### src/sv/ire_pkg.sv
package ire_pkg;

    localparam int VAL_W = 12;
    localparam int SYM_W = 7;
    localparam int AMT_W = 10;
    localparam int PC_W  = 5;

    // ASCII letters of the numeral
    localparam logic [SYM_W-1:0] SYM_C = 7'h43;
    localparam logic [SYM_W-1:0] SYM_D = 7'h44;
    localparam logic [SYM_W-1:0] SYM_I = 7'h49;
    localparam logic [SYM_W-1:0] SYM_L = 7'h4C;
    localparam logic [SYM_W-1:0] SYM_M = 7'h4D;
    localparam logic [SYM_W-1:0] SYM_V = 7'h56;
    localparam logic [SYM_W-1:0] SYM_X = 7'h58;

    typedef enum logic {
        COND_ALWAYS,
        COND_GE
    } cond_t;

    // One control word: test, letter to emit, whether to subtract, pair flag, amount and jumps
    typedef struct packed {
        cond_t             cond;
        logic [SYM_W-1:0]  letter;
        logic              sub;
        logic              pair_first;
        logic [AMT_W-1:0]  amount;
        logic [PC_W-1:0]   next_pass;
        logic [PC_W-1:0]   next_fail;
    } uword_t;

    // Datapath status back to the sequencer
    typedef struct packed {
        logic pass;
        logic zero_after;
    } dp_status_t;

    // Letter handed from the sequencer to the output stage
    typedef struct packed {
        logic             fire;
        logic [SYM_W-1:0] letter;
        logic             last;
        logic             busy;
    } seq_out_t;

    function automatic uword_t ucode(input logic [PC_W-1:0] pc);
        uword_t w;
        unique case (pc)
            5'd0:    w = '{COND_GE,     SYM_M, 1'b1, 1'b0, 10'd1000, 5'd0,  5'd1};
            5'd1:    w = '{COND_GE,     SYM_C, 1'b0, 1'b1, 10'd900,  5'd2,  5'd3};
            5'd2:    w = '{COND_ALWAYS, SYM_M, 1'b1, 1'b0, 10'd900,  5'd3,  5'd3};
            5'd3:    w = '{COND_GE,     SYM_D, 1'b1, 1'b0, 10'd500,  5'd4,  5'd4};
            5'd4:    w = '{COND_GE,     SYM_C, 1'b0, 1'b1, 10'd400,  5'd5,  5'd6};
            5'd5:    w = '{COND_ALWAYS, SYM_D, 1'b1, 1'b0, 10'd400,  5'd6,  5'd6};
            5'd6:    w = '{COND_GE,     SYM_C, 1'b1, 1'b0, 10'd100,  5'd6,  5'd7};
            5'd7:    w = '{COND_GE,     SYM_X, 1'b0, 1'b1, 10'd90,   5'd8,  5'd9};
            5'd8:    w = '{COND_ALWAYS, SYM_C, 1'b1, 1'b0, 10'd90,   5'd9,  5'd9};
            5'd9:    w = '{COND_GE,     SYM_L, 1'b1, 1'b0, 10'd50,   5'd10, 5'd10};
            5'd10:   w = '{COND_GE,     SYM_X, 1'b0, 1'b1, 10'd40,   5'd11, 5'd12};
            5'd11:   w = '{COND_ALWAYS, SYM_L, 1'b1, 1'b0, 10'd40,   5'd12, 5'd12};
            5'd12:   w = '{COND_GE,     SYM_X, 1'b1, 1'b0, 10'd10,   5'd12, 5'd13};
            5'd13:   w = '{COND_GE,     SYM_I, 1'b0, 1'b1, 10'd9,    5'd14, 5'd15};
            5'd14:   w = '{COND_ALWAYS, SYM_X, 1'b1, 1'b0, 10'd9,    5'd15, 5'd15};
            5'd15:   w = '{COND_GE,     SYM_V, 1'b1, 1'b0, 10'd5,    5'd16, 5'd16};
            5'd16:   w = '{COND_GE,     SYM_I, 1'b0, 1'b1, 10'd4,    5'd17, 5'd18};
            5'd17:   w = '{COND_ALWAYS, SYM_V, 1'b1, 1'b0, 10'd4,    5'd18, 5'd18};
            5'd18:   w = '{COND_GE,     SYM_I, 1'b1, 1'b0, 10'd1,    5'd18, 5'd18};
            default: w = '{COND_GE,     SYM_I, 1'b1, 1'b0, 10'd1,    5'd18, 5'd18};
        endcase
        return w;
    endfunction

endpackage

### src/sv/ire_dp.sv
module ire_dp
    import ire_pkg::*;
(
    input  logic             clk,
    input  logic             load,
    input  logic [VAL_W-1:0] value,
    input  logic             advance,
    input  uword_t           uw,
    output dp_status_t       status
);

    logic [VAL_W-1:0] rest_reg;
    logic [VAL_W-1:0] rest_next;
    logic [VAL_W-1:0] amount_ext;
    logic [VAL_W-1:0] rest_after;

    assign amount_ext = {{(VAL_W-AMT_W){1'b0}}, uw.amount};
    assign rest_after = uw.sub ? (rest_reg - amount_ext) : rest_reg;

    assign status.pass       = (uw.cond == COND_ALWAYS) || (rest_reg >= amount_ext);
    assign status.zero_after = (rest_after == '0);

    always_comb
    begin
        rest_next = rest_reg;
        if (load)
        begin
            rest_next = value;
        end
        else if (advance)
        begin
            rest_next = rest_after;
        end
    end

    // payload register, no reset needed
    always_ff @(posedge clk)
    begin
        rest_reg <= rest_next;
    end

endmodule

### src/sv/ire_seq.sv
module ire_seq
    import ire_pkg::*;
(
    input  logic       clk,
    input  logic       rst_n,
    input  logic       load,
    input  logic       value_nonzero,
    input  logic       out_free,
    input  dp_status_t status,
    output uword_t     uw,
    output logic       advance,
    output seq_out_t   so
);

    logic [PC_W-1:0] pc_reg;
    logic [PC_W-1:0] pc_next;
    logic            busy_reg;
    logic            busy_next;
    logic            step_go;
    logic            last;

    assign uw = ucode(pc_reg);

    // a failing test needs no output slot; an emitting one does
    assign step_go = busy_reg && (!status.pass || out_free);
    assign last    = !uw.pair_first && status.zero_after;
    assign advance = step_go && status.pass && uw.sub;

    assign so.fire   = step_go && status.pass;
    assign so.letter = uw.letter;
    assign so.last   = last;
    assign so.busy   = busy_reg;

    always_comb
    begin
        pc_next   = pc_reg;
        busy_next = busy_reg;
        if (load)
        begin
            pc_next   = '0;
            busy_next = value_nonzero;
        end
        else if (step_go)
        begin
            pc_next = status.pass ? uw.next_pass : uw.next_fail;
            if (status.pass && last)
            begin
                busy_next = 1'b0;
            end
        end
    end

    always_ff @(posedge clk or negedge rst_n)
    begin
        if (!rst_n)
        begin
            pc_reg   <= '0;
            busy_reg <= 1'b0;
        end
        else
        begin
            pc_reg   <= pc_next;
            busy_reg <= busy_next;
        end
    end

endmodule

### src/sv/int_to_roman_encoder_core.sv
// Channel   Direction  Handshake           Payload
// input     in         in_valid/in_stall   value[11:0]
// output    out        out_valid/out_stall symbol[6:0], last
//
// One program step per cycle after the cycle that takes the item, while an output stall
// holds no emitting step: a value needs one step per letter plus one per failing test,
// at most 24 (3888), as the microprogram sets; no new item is taken before the last letter.
// A value of zero is consumed when it is taken and produces nothing.
// Reset clears the sequencer and the output valid; payload registers are not reset.
// An output stall freezes the sequencer on its next emitting step only.
module int_to_roman_encoder_core
    import ire_pkg::*;
(
    input  logic             clk,
    input  logic             rst_n,
    input  logic             in_valid,
    output logic             in_stall,
    input  logic [VAL_W-1:0] value,
    output logic             out_valid,
    input  logic             out_stall,
    output logic [SYM_W-1:0] symbol,
    output logic             last
);

    uword_t     uw;
    dp_status_t status;
    seq_out_t   so;
    logic       advance;
    logic       load;
    logic       out_free;

    logic             out_valid_reg;
    logic             out_valid_next;
    logic [SYM_W-1:0] symbol_reg;
    logic             last_reg;

    // take a new item as soon as the sequencer has issued the last letter
    assign in_stall = so.busy;
    assign load     = in_valid && !so.busy;

    // the output slot is free when empty or being drained this cycle
    assign out_free = !out_valid_reg || !out_stall;

    ire_seq u_seq (
        .clk           (clk),
        .rst_n         (rst_n),
        .load          (load),
        .value_nonzero (value != '0),
        .out_free      (out_free),
        .status        (status),
        .uw            (uw),
        .advance       (advance),
        .so            (so)
    );

    ire_dp u_dp (
        .clk     (clk),
        .load    (load),
        .value   (value),
        .advance (advance),
        .uw      (uw),
        .status  (status)
    );

    always_comb
    begin
        out_valid_next = out_valid_reg;
        if (so.fire)
        begin
            out_valid_next = 1'b1;
        end
        else if (!out_stall)
        begin
            out_valid_next = 1'b0;
        end
    end

    always_ff @(posedge clk or negedge rst_n)
    begin
        if (!rst_n)
        begin
            out_valid_reg <= 1'b0;
        end
        else
        begin
            out_valid_reg <= out_valid_next;
        end
    end

    // hold the letter until it is taken
    always_ff @(posedge clk)
    begin
        if (so.fire)
        begin
            symbol_reg <= so.letter;
            last_reg   <= so.last;
        end
    end

    assign out_valid = out_valid_reg;
    assign symbol    = symbol_reg;
    assign last      = last_reg;

endmodule
### config.mk
export PLATFORM = sky130hd
export DESIGN_NAME = int_to_roman_encoder_core
export DESIGN_NICKNAME = d
export VERILOG_FILES = /design/src/sv/ire_pkg.sv /design/src/sv/ire_dp.sv /design/src/sv/ire_seq.sv /design/src/sv/int_to_roman_encoder_core.sv
export SDC_FILE = /design/constraint.sdc
export NUM_CORES = 1
export LEC_CHECK = 0
export BUFFER_PORTS_ARGS = -buffer_cell sky130_fd_sc_hd__buf_2
export CORE_MARGIN = 4
export CORE_UTILIZATION = 48
export DETAILED_ROUTE_END_ITERATION = 16
export GPL_TIMING_DRIVEN = 0
export PLACE_DENSITY_LB_ADDON = 0.2
export SYNTH_ARGS = -nofsm -noshare
export SYNTH_HDL_FRONTEND = slang
export SYNTH_HIERARCHICAL = 1
export SYNTH_SLANG_ARGS = --single-unit
### constraint.sdc
create_clock -name clk -period 3.91 [get_ports clk]
set_clock_uncertainty 0.15 [all_clocks]
set_input_delay 0.391 -clock clk [delete_from_list [all_inputs] [get_ports clk]]
set_output_delay 0.391 -clock clk [all_outputs]
set_load 0.02 [all_outputs]
==> results by group <==
Finish
  • Fillers: 526
  • Utilization after layout: 0.574
  • Ratio of cells with drive above 1 in the final layout: 0.266
  • Final #Nets: 393
  • Area growth from synthesis to layout: 14.7%
  • Max reg flops: 12
  • # diodes: 0

Global route
  • First-pass GRT wire length: 11700 µm
  • Vias in the first global route: 2418
  • Grt total ovfl: 0
  • Initial antenna violation count: 0
  • GRT Util Overall: 0.201
  • Largest net degree at the start of global routing: 20

Detailed routing
  • DR vias: 2504
  • DR pass1 iterations: 5
  • Number of DRC markers in iteration 0: 169
  • Vias/cell: 5.84
  • Residual DRC: 0
  • Final wirelength: 7170 µm
  • Post-route antenna net violation count: 0
  • WL/cell: 16.7 µm

Floorplanning
  • Initial Util: 0.501
  • Die width: 84.2 µm
  • Top Ports: 26
  • Die area: 7100 µm²
  • Die H: 84.2 µm
  • Row cnt: 27
  • Core Region: 5570 µm²

Hold path
  • Worst hold path type: primary input to register

Setup path
  • Slowest library cell on the worst path: dfrtp_2
  • Worst EP arrival: 3650 ps
  • Startpoint Class: register
  • Endpoint type of the worst setup path: register
  • CP Max Fanout: 12
  • WP buf/inv: 2
  • CP cell instances: clkinvlp_4, ha_1, nor2b_2, o21ai_0, nand2_1, ha_1, inv_1, fa_2, a211oi_4, o211ai_1, a21o_1, nand2_1, o311ai_2, and3_4, and2_1, or2_4
  • Max incr delay on CP: 440 ps
  • Critical Path RT: 3780 ps
  • Crit path max-delay family: simple AND/OR/NAND/NOR gates
  • Critical Setup Path Class: register to register

Timing
  • Fin. max-slew vios: 0
  • Setup WS post-layout: 135 ps
  • Fin crit period: 3780 ps
  • Tightest Pin Transition: 559 ps
  • Final Cycle Share: 0.965
  • Slew headroom: 0.626
  • Finish-stage setup viols: 0
  • FMAX: 0.265 GHz
  • Final Hold Viols: 0

Clocking
  • Maximum root-to-sink buffer count: 2
  • Clock Latency Late Sink: 270 ps
  • # H-tree levels: 1
  • Clock Sink Count: 27
  • CTS tree: done
  • Root buffer cell: clkbuf_8
  • Clk pin slew, worst setup/hold paths: 100 ps
  • CTS Buf Count: 3

Logic synthesis
  • Yosys warns: 6
  • Synth Instances: 322
  • Mapped Avg Cell Area: 8.67 µm²
  • Syn Nets: 357
  • Area of the mapped netlist: 2790 µm²

Placement
  • Port Buffers: 25
  • Post-DP HPWL: 5460 µm
  • Placer Congestion: 0.892
  • DP Worst Slack: -805 ps

Run
  • Max cap viols: 0

Outcome
  • Status: finished clean
## layout by cell type, fill, tap and decap left out, types with 9 or more instances in the layout
cell and instances:
inv_1 20, nand2_1 29, buf_2 28, nor2_1 10
ha_1 15, a21oi_1 21, mux2i_1 9, edfxtp_1 20
nor3_1 11, o21ai_0 11, nand2b_1 12, buf_4 14
## metrics by stage
step           cells  TNS (ps)  hold WS (ps)  cell area (µm²)
6_report         429         0           276             3200
2_1_floorplan    322         0         -54.6             2790
3_3_place_gp     419    -13850          82.2             3010
3_5_place_dp     419    -14540          81.8             3010
4_1_cts          428         0           267             3130
5_1_grt          429     -17.3           271             3200
## worst reg2reg max path, stage by stage, from the launching register on
cell        delay (ps)
dfrtp_2            440
clkinvlp_4         160
ha_1               250
nor2b_2            150
o21ai_0             80
nand2_1             90
ha_1               180
inv_1               60
fa_2               370
a211oi_4           260
o211ai_1           150
a21o_1             210
nand2_1             90
o311ai_2           150
and3_4             250
and2_1             170
or2_4              310
## cell type report
class                      instances  area [µm²]  share of cell area
multi-input combinational        247        1850               0.577
sequential                        27         777               0.243
timing repair buffer              33         191              0.0598
buffer                            21         150              0.0469
inverter                          25        97.6              0.0305
tap                               72        90.1              0.0281
clock buffer                       3        41.3              0.0129
clock inverter                     1        5.00             0.00156
## what timing repair did
| action | in CTS | in global routing |
|---|---|---|
| gates resized for setup | 11 | 14 |
| pin swaps | 2 | 3 |
| hold buffers | 1 | 0 |
| endpoints found under the setup margin | 29 | 17 |
| buffers inserted | 5 | 2 |
| endpoints found under the hold margin | 7 | 0 |
## metal layers
metal  vias up  GRT usage  part of all wire
li1       1257          -                 -
met1      1163      0.246              0.43
met2        68      0.358              0.50
met3        16     0.0304             0.045
met4         0     0.0716             0.027
met5         -          0                 0
## final timing paths
path | slack [ps] | endpoint | cells past startpoint | from
max in group asynchronous | 3130 | u_seq/pc_reg[0]$_DFFE_PN0P_ | 2 | rst_n
worst min-delay path | 280 | u_dp/rest_reg[10]$_DFFE_PP_ | 2 | value[10]
worst max register to register | 130 | u_dp/rest_reg[11]$_DFFE_PP_ | 16 | u_seq/pc_reg[0]$_DFFE_PN0P_
min in group asynchronous | 310 | u_seq/pc_reg[4]$_DFFE_PN0P_ | 2 | rst_n
worst max-delay path | 130 | u_dp/rest_reg[11]$_DFFE_PP_ | 16 | u_seq/pc_reg[0]$_DFFE_PN0P_
worst min register to register | 490 | out_valid$_DFFE_PN0P_ | 2 | out_valid$_DFFE_PN0P_
Power is left out: the tool's default activity adds up to more than one toggle a clock period on the data nets, which glitch-free logic cannot reach.
